**src/sv/gpsm_pkg.sv**
```systemverilog
`timescale 1ns / 1ps
// Package for the game pad poll serial master.
// Holds phase codes, frame constants and the command byte lookup; no dependencies.
package gpsm_pkg;

    localparam int unsigned PHASE_W     = 2;
    localparam int unsigned IDX_W       = 3;
    localparam int unsigned BYTE_W      = 8;
    localparam int unsigned REG_W       = 16;
    localparam int unsigned CFG_INDEX_W = 2;

    typedef logic [PHASE_W-1:0] t_phase;
    typedef logic [IDX_W-1:0]   t_idx;
    typedef logic [BYTE_W-1:0]  t_byte;
    typedef logic [REG_W-1:0]   t_reg;
    typedef logic [CFG_INDEX_W-1:0] t_cfg_index;

    localparam t_phase PH_IDLE  = 2'd0;
    localparam t_phase PH_SETUP = 2'd1;
    localparam t_phase PH_LOW   = 2'd2;
    localparam t_phase PH_HIGH  = 2'd3;

    localparam t_cfg_index CFG_BIT_HALF_PERIOD = 2'd0;
    localparam t_cfg_index CFG_ATTENTION_SETUP = 2'd1;

    localparam t_reg RST_BIT_HALF_PERIOD = 16'd15;
    localparam t_reg RST_ATTENTION_SETUP = 16'd20;

    localparam t_idx FRAME_BYTES    = 3'd5;
    localparam t_idx LAST_BIT       = 3'd7;
    localparam t_idx FIRST_BTN_BYTE = 3'd3;
    localparam t_idx SECOND_BTN_BYTE = 3'd4;

    localparam t_byte CMD_START = 8'h01;
    localparam t_byte CMD_POLL  = 8'h42;
    localparam t_byte CMD_IDLE  = 8'h00;

    // Command byte sent in each slot of the frame
    function automatic t_byte tx_byte(input t_idx idx);
        t_byte b;
        b = CMD_IDLE;
        if (idx == 3'd0) begin
            b = CMD_START;
        end else if (idx == 3'd1) begin
            b = CMD_POLL;
        end
        return b;
    endfunction

endpackage

```
**src/sv/gamepad_poll_serial_master.sv**
```systemverilog
`timescale 1ns / 1ps
// Game pad poll serial master: one timing tick per beat, clock idles high.
// The result beat for a tick is offered in the cycle after that tick is taken.
// One tick per cycle unless the result stalls; the phase, counter and shift registers
// update in a single pass per tick, and the result is read straight from those registers.
// Reset (synchronous, active low): idle, attention high, counters and bytes cleared,
// registers back to half period 15 and setup 20.
module gamepad_poll_serial_master #(
    parameter int unsigned COUNTER_WIDTH = 16
) (
    input  logic                   i_clk,
    input  logic                   i_rst_n,
    // Tick channel
    input  logic                   i_in_valid,
    output logic                   o_in_stall,
    input  logic                   i_start_req,
    input  logic                   i_data_pin,
    // Result channel
    output logic                   o_out_valid,
    input  logic                   i_out_stall,
    output logic                   o_attention_pin,
    output logic                   o_clock_pin,
    output logic                   o_command_pin,
    output logic                   o_busy_res,
    output logic                   o_buttons_valid,
    output gpsm_pkg::t_byte        o_first_button_byte,
    output gpsm_pkg::t_byte        o_second_button_byte,
    // Configuration
    input  logic                   i_cfg_we,
    input  gpsm_pkg::t_cfg_index   i_cfg_index,
    input  gpsm_pkg::t_reg         i_cfg_data
);
    import gpsm_pkg::*;

    localparam int unsigned CW = COUNTER_WIDTH;
    localparam int unsigned LW = (CW > REG_W) ? CW : REG_W;

    typedef logic [CW-1:0] t_count;
    typedef logic [LW-1:0] t_len_ext;

    localparam t_count   CNT_MAX     = {CW{1'b1}};
    localparam t_len_ext CNT_MAX_EXT = t_len_ext'(CNT_MAX);
    localparam t_len_ext ONE_EXT     = t_len_ext'(1);

    t_reg   r_bit_half_period;
    t_reg   r_attention_setup;
    t_phase r_phase, n_phase;
    t_count r_wait_count, n_wait_count;
    t_idx   r_bit_index, n_bit_index;
    t_idx   r_byte_index, n_byte_index;
    t_byte  r_receive_shift, n_receive_shift;
    t_byte  r_held_first, n_held_first;
    t_byte  r_held_second, n_held_second;
    logic   r_buttons_valid, n_buttons_valid;
    logic   r_out_valid;

    logic   in_accept;
    t_reg   len_reg;
    t_len_ext len_ext;
    t_count len;
    t_count wait_inc;
    logic   count_done;
    t_idx   byte_inc;
    t_byte  cmd_byte;

    // A new tick enters whenever the result slot is empty or being drained
    assign o_in_stall = r_out_valid && i_out_stall;
    assign in_accept  = i_in_valid && !o_in_stall;

    // Phase length: zero acts as one, saturate at the counter maximum
    always_comb begin
        len_reg = (r_phase == PH_SETUP) ? r_attention_setup : r_bit_half_period;
        len_ext = t_len_ext'(len_reg);
        if (len_ext == '0) begin
            len_ext = ONE_EXT;
        end else if (len_ext > CNT_MAX_EXT) begin
            len_ext = CNT_MAX_EXT;
        end
        len        = len_ext[CW-1:0];
        wait_inc   = (r_wait_count == CNT_MAX) ? r_wait_count : r_wait_count + t_count'(1);
        count_done = (wait_inc >= len);
        byte_inc   = r_byte_index + t_idx'(1);
    end

    always_comb begin
        n_phase         = r_phase;
        n_wait_count    = r_wait_count;
        n_bit_index     = r_bit_index;
        n_byte_index    = r_byte_index;
        n_receive_shift = r_receive_shift;
        n_held_first    = r_held_first;
        n_held_second   = r_held_second;
        n_buttons_valid = 1'b0;
        unique case (r_phase)
            PH_IDLE: begin
                if (i_start_req) begin
                    n_phase      = PH_SETUP;
                    n_wait_count = '0;
                end
            end
            PH_SETUP: begin
                n_wait_count = wait_inc;
                if (count_done) begin
                    n_phase      = PH_LOW;
                    n_wait_count = '0;
                    n_bit_index  = '0;
                    n_byte_index = '0;
                end
            end
            PH_LOW: begin
                n_wait_count = wait_inc;
                if (count_done) begin
                    // Sample data at the end of the low half, LSB first
                    n_receive_shift = {i_data_pin, r_receive_shift[BYTE_W-1:1]};
                    if (r_bit_index == LAST_BIT) begin
                        if (r_byte_index == FIRST_BTN_BYTE) begin
                            n_held_first = n_receive_shift;
                        end else if (r_byte_index == SECOND_BTN_BYTE) begin
                            n_held_second = n_receive_shift;
                        end
                    end
                    n_phase      = PH_HIGH;
                    n_wait_count = '0;
                end
            end
            PH_HIGH: begin
                n_wait_count = wait_inc;
                if (count_done) begin
                    n_wait_count = '0;
                    if (r_bit_index == LAST_BIT) begin
                        n_bit_index = '0;
                        if (byte_inc >= FRAME_BYTES) begin
                            n_byte_index    = '0;
                            n_phase         = PH_IDLE;
                            n_buttons_valid = 1'b1;
                        end else begin
                            n_byte_index = byte_inc;
                            n_phase      = PH_LOW;
                        end
                    end else begin
                        n_bit_index = r_bit_index + t_idx'(1);
                        n_phase     = PH_LOW;
                    end
                end
            end
            default: begin
                n_phase = PH_IDLE;
            end
        endcase
    end

    always_ff @(posedge i_clk) begin
        if (!i_rst_n) begin
            r_bit_half_period <= RST_BIT_HALF_PERIOD;
            r_attention_setup <= RST_ATTENTION_SETUP;
        end else if (i_cfg_we) begin
            if (i_cfg_index == CFG_BIT_HALF_PERIOD) begin
                r_bit_half_period <= i_cfg_data;
            end else if (i_cfg_index == CFG_ATTENTION_SETUP) begin
                r_attention_setup <= i_cfg_data;
            end
        end
    end

    always_ff @(posedge i_clk) begin
        if (!i_rst_n) begin
            r_phase         <= PH_IDLE;
            r_wait_count    <= '0;
            r_bit_index     <= '0;
            r_byte_index    <= '0;
            r_receive_shift <= '0;
            r_held_first    <= '0;
            r_held_second   <= '0;
            r_buttons_valid <= 1'b0;
            r_out_valid     <= 1'b0;
        end else begin
            if (in_accept) begin
                r_phase         <= n_phase;
                r_wait_count    <= n_wait_count;
                r_bit_index     <= n_bit_index;
                r_byte_index    <= n_byte_index;
                r_receive_shift <= n_receive_shift;
                r_held_first    <= n_held_first;
                r_held_second   <= n_held_second;
                r_buttons_valid <= n_buttons_valid;
                r_out_valid     <= 1'b1;
            end else if (!i_out_stall) begin
                r_out_valid <= 1'b0;
            end
        end
    end

    // Result beat reflects the state after the last accepted tick
    always_comb begin
        cmd_byte      = tx_byte(r_byte_index);
        o_command_pin = 1'b1;
        if (r_phase == PH_LOW || r_phase == PH_HIGH) begin
            o_command_pin = cmd_byte[r_bit_index];
        end
    end

    assign o_out_valid          = r_out_valid;
    assign o_attention_pin      = (r_phase == PH_IDLE);
    assign o_clock_pin          = (r_phase != PH_LOW);
    assign o_busy_res           = (r_phase != PH_IDLE);
    assign o_buttons_valid      = r_buttons_valid;
    assign o_first_button_byte  = r_held_first;
    assign o_second_button_byte = r_held_second;

`ifndef SYNTHESIS
    a_valid_at_idle: assert property (@(posedge i_clk) disable iff (!i_rst_n)
        r_buttons_valid |-> (r_phase == PH_IDLE))
        else $error("buttons valid outside idle");

    a_byte_in_frame: assert property (@(posedge i_clk) disable iff (!i_rst_n)
        (r_phase == PH_LOW || r_phase == PH_HIGH) |-> (r_byte_index < FRAME_BYTES))
        else $error("byte index beyond frame");

    a_start_taken: assert property (@(posedge i_clk) disable iff (!i_rst_n)
        (in_accept && r_phase == PH_IDLE && i_start_req) |=> (r_phase == PH_SETUP))
        else $error("start request not taken while idle");

    a_hold_on_stall: assert property (@(posedge i_clk) disable iff (!i_rst_n)
        (r_out_valid && i_out_stall) |=> (r_out_valid && $stable(r_phase)
            && $stable(r_buttons_valid) && $stable(r_held_first)))
        else $error("state moved while result stalled");

    a_zero_on_new_phase: assert property (@(posedge i_clk) disable iff (!i_rst_n)
        (in_accept && r_phase != PH_IDLE && n_phase != r_phase) |=> (r_wait_count == '0))
        else $error("counter not cleared on phase change");
`endif

endmodule
```
**config.mk**
```make
export PLATFORM = sky130hd
export DESIGN_NAME = gamepad_poll_serial_master
export DESIGN_NICKNAME = d
export VERILOG_FILES = /design/src/sv/gpsm_pkg.sv /design/src/sv/gamepad_poll_serial_master.sv
export SDC_FILE = /design/constraint.sdc
export NUM_CORES = 1
export LEC_CHECK = 0
export BUFFER_PORTS_ARGS = -buffer_cell sky130_fd_sc_hd__buf_2
export CAP_MARGIN = 40
export CORE_MARGIN = 2
export CORE_UTILIZATION = 58
export DETAILED_ROUTE_END_ITERATION = 7
export MAX_ROUTING_LAYER = met4
export PLACE_DENSITY = 0.83
export SLEW_MARGIN = 30
export SYNTH_ARGS = -nofsm -noshare
export SYNTH_HDL_FRONTEND = slang
export SYNTH_SLANG_ARGS = --single-unit
```
**constraint.sdc**
```tcl
create_clock -name i_clk -period 4.8 [get_ports i_clk]
set_input_delay 0.96 -clock i_clk [delete_from_list [all_inputs] [get_ports i_clk]]
set_output_delay 0.96 -clock i_clk [all_outputs]
set_load 0.02 [all_outputs]
```
==> impl_metrics.env <==
export IMPL_post_cts_buffers=0
export IMPL_synth_fp_nets=546
export IMPL_start_util_pct=59.0
export IMPL_clkPwrFrac_pct=39.0
export IMPL_grt_pass1_wl_microns=15500
export IMPL_fin_ws_ps=544
export IMPL_insertion_delay_ps=350
export IMPL_hpwlAfterDp_microns=6630
export IMPL_critPathCaptureType="flip-flop"
export IMPL_tns_ps=0
export IMPL_yosys_warnings=0
export IMPL_final_util_pct=66.3
export IMPL_cts_tree="done"
export IMPL_yosys_cell_types_count=53
export IMPL_grt_antenna_before_repair=0
export IMPL_rsz0062_at_grt="false"
export IMPL_cts_resized_gates=0
export IMPL_synth_area_sq_um=4230
export IMPL_min_from="o_first_button_byte[4]$_SDFFE_PN0P_"
export IMPL_tightest_slew_ps=763
export IMPL_clock_sinks=81
export IMPL_track_usage_pct=25.4
export IMPL_die_area_sq_um=8000
export IMPL_max_freq_mhz=235
export IMPL_ant_nets=0
export IMPL_period_share_pct=88.7
export IMPL_power_switching_mw=0.328
export IMPL_routedWlPerCell_microns=14.7
export IMPL_crit_type="flip-flop to flip-flop"
export IMPL_worstSetupEndpoint="o_second_button_byte[1]$_SDFFE_PN0P_"
export IMPL_swShare_pct=25.0
export IMPL_timing_clock_skew_ps=10.3
export IMPL_path_max_fanout=18
export IMPL_async_reset_ff_share_pct=0
export IMPL_routed_top_layer="met4"
export IMPL_post_drt_via_cell_ratio=5.83
export IMPL_htreeDepth=3
export IMPL_met1_length_microns=4370
export IMPL_reg2regPathDepth=13
export IMPL_cp_arrival_ps=4480
export IMPL_synth_cells=498
export IMPL_rows=31
export IMPL_seqPwrFrac_pct=52.7
export IMPL_worstReg2RegStart="r_wait_count[0]$_SDFFE_PN0P_"
export IMPL_drtPass1Iterations=4
export IMPL_io_pins=48
export IMPL_ys_seq_area_share_pct=38.3
export IMPL_wl_met2_microns=4350
export IMPL_finalPower_mw=1.31
export IMPL_drt_iter0_drc=222
export IMPL_ir_drop_mv=0.194
export IMPL_port_buffers=47
export IMPL_pre_cts_ws_ps=625
export IMPL_ys_flop_type="dfxtp_1"
export IMPL_die_x_microns=89.4
export IMPL_period_minus_slack_ps=4260
export IMPL_finalHoldViolations=0
export IMPL_intPower_mw=0.985
export IMPL_synth_edf_count=0
export IMPL_clkSlewWorstSetupHoldPaths_ps=80
export IMPL_setup_viol=0
export IMPL_startpoint="r_wait_count[0]$_SDFFE_PN0P_"
export IMPL_maxSlewViolCount=0
export IMPL_yosys_register_bits=81
export IMPL_clockBufferDepth=2
export IMPL_root_buffer="clkbuf_8"
export IMPL_cts_made_buffers=9
export IMPL_grt_ovfl_total=0
export IMPL_hp_class="flip-flop to flip-flop"
export IMPL_routed_wl_microns=9380
export IMPL_grt_max_degree=45
export IMPL_core_sq_um=7180
export IMPL_place_inst=623
export IMPL_post_route_drc_count=0
export IMPL_power_density_nw_per_um2=276
export IMPL_syn_area_per_cell_sq_um=8.50
export IMPL_required_ps=5030
export IMPL_dr_wl_met3_microns=478
export IMPL_antenna_cells=0
export IMPL_floorplan_die_height_microns=89.4
export IMPL_instances_no_fill=639
export IMPL_maxSlewHeadroom_pct=49.1
export IMPL_gp_congestion=0.850
export IMPL_reg2reg_slack_ps=540
export IMPL_maxCapViolCount=0
export IMPL_combPwrFrac_pct=8.3
export IMPL_hold_buffers=0
export IMPL_start_kind="flip-flop"
export IMPL_drive_gt1_share_pct=15.2
export IMPL_r2r_end="o_second_button_byte[1]$_SDFFE_PN0P_"
export IMPL_vias=3727
export IMPL_syn2layout_area_growth_pct=12.3
export IMPL_nets=583
export IMPL_leakage_nw=2.02
export IMPL_status="completed"
export IMPL_grt_pass1_vias=3348
power by group through the flow:
stage               sequential (mW)  clock, mW  combinational, mW
global placement              0.707          0              0.103
detailed placement            0.708          0              0.108
global route                  0.694      0.545              0.121
finish                        0.692      0.512              0.109
floorplan                     0.706          0             0.0739
CTS                           0.692      0.517              0.109
worst min-delay path by stage:
stage                                               end  slack [ps]  cells after the start
floorplan             r_bit_half_period[3]$_SDFFE_PN1P_         440                      2
finish              o_first_button_byte[4]$_SDFFE_PN0P_         460                      2
detailed placement  o_first_button_byte[6]$_SDFFE_PN0P_         450                      2
global route        o_first_button_byte[4]$_SDFFE_PN0P_         480                      2
global placement    o_first_button_byte[7]$_SDFFE_PN0P_         440                      2
CTS                 o_first_button_byte[4]$_SDFFE_PN0P_         470                      2
cell usage in the layout (no fill, tap or decap), types with 2 or more instances in the layout:
| cell | netlist | layout |
|---|---|---|
| and3_1 | 5 | 5 |
| a21oi_1 | 9 | 9 |
| nand3b_1 | 3 | 3 |
| xnor2_1 | 3 | 3 |
| nand3_1 | 25 | 25 |
| or2_2 | 4 | 4 |
| mux2i_1 | 42 | 42 |
| and2_1 | 2 | 2 |
| o311ai_0 | 3 | 3 |
| buf_4 | 0 | 6 |
| a32oi_1 | 10 | 10 |
| nand2b_1 | 2 | 2 |
| dfxtp_1 | 81 | 81 |
| buf_2 | 3 | 47 |
| a21boi_0 | 29 | 29 |
| ha_1 | 23 | 23 |
| nor3_1 | 5 | 5 |
| o21ai_0 | 9 | 9 |
| o211ai_1 | 6 | 6 |
| nor4_1 | 4 | 4 |
| nor2b_1 | 19 | 19 |
| o22ai_1 | 2 | 2 |
| nand4_1 | 12 | 12 |
| a31oi_1 | 5 | 5 |
| clkbuf_8 | 0 | 10 |
| o21a_1 | 3 | 3 |
| nand2_1 | 115 | 115 |
| nor2_1 | 13 | 13 |
| clkinvlp_4 | 0 | 2 |
| inv_1 | 8 | 8 |
| xor2_1 | 5 | 5 |
cell usage after synthesis, types with 2 or more instances:
cell type,n,area share (%)
and2_1,2,0.30
and3_1,5,0.74
a31oi_1,5,0.74
dfxtp_1,81,38
nor2_1,13,1.2
o311ai_0,3,0.62
nand3_1,25,3.0
nor3b_1,2,0.35
or2_2,4,0.59
o211ai_1,6,1.1
clkbuf_1,23,2.0
nand3b_1,3,0.53
a21boi_0,29,5.1
o21ai_0,9,1.1
a32oi_1,10,2.1
buf_2,3,0.35
mux2i_1,42,9.9
nor4_1,4,0.59
xnor2_1,3,0.62
xor2_1,5,1.0
nor2b_1,19,2.8
nand4_1,12,1.8
o22ai_1,2,0.30
nand2_1,115,10
a21oi_1,9,1.1
ha_1,23,6.8
nand2b_1,2,0.30
inv_1,8,0.71
o21a_1,3,0.53
nor3_1,5,0.59
layout make-up:
class	instances	area, sq um
Timing Repair Buffer	54	300
Fill cell	571	2420
Clock buffer	11	141
Sequential cell	81	1620
Inverter	8	30.0
Clock inverter	5	62.6
Tap cell	99	124
Multi-Input combinational cell	381	2470
flip-flops by register name (all words and copies together), names as in the netlist:
register / cells
r_attention_setup: 16
r_bit_half_period: 16
r_wait_count: 16
o_first_button_byte: 8
o_second_button_byte: 8
r_receive_shift: 7
r_bit_index: 3
r_byte_index: 3
r_phase: 2
o_buttons_valid: 1
o_out_valid: 1
metrics by stage:
step           hold WS [ps]  area [sq um]
2_1_floorplan           441          4230
3_3_place_gp            444          4520
3_5_place_dp            447          4550
4_1_cts                 467          4750
5_1_grt                 481          4750
6_report                462          4750
cell families (layout without fill, tap and decap cells):
kind of cell | count (synthesis) | in the layout | synth area share (%)
AOI/OAI and AO/OA | 85 | 85 | 14.4
xor gates and xnor gates | 8 | 8 | 1.65
adders and majority gates | 23 | 23 | 6.80
buffers and inverters | 36 | 78 | 3.46
DFF | 81 | 81 | 38.3
muxes | 43 | 43 | 10.2
and+or+nand+nor | 222 | 222 | 25.2
critical path, stage by stage (launching register included):
cell,delay [ps]
dfxtp_1,420
ha_1,220
nand4_1,90
or4_1,720
nand2_1,180
nor3_1,90
xor2_1,170
ha_1,330
nand2_1,80
nor3_2,170
or4b_1,440
and3_1,360
or3_1,660
mux2i_1,190
metal layers:
metal	track usage, %	vias up
met5	-	-
met4	9.36	0
met3	3.42	16
met2	38.6	111
met1	34.5	1739
li1	-	1861
No activity file was read; power rests on OpenSTA's default activity.
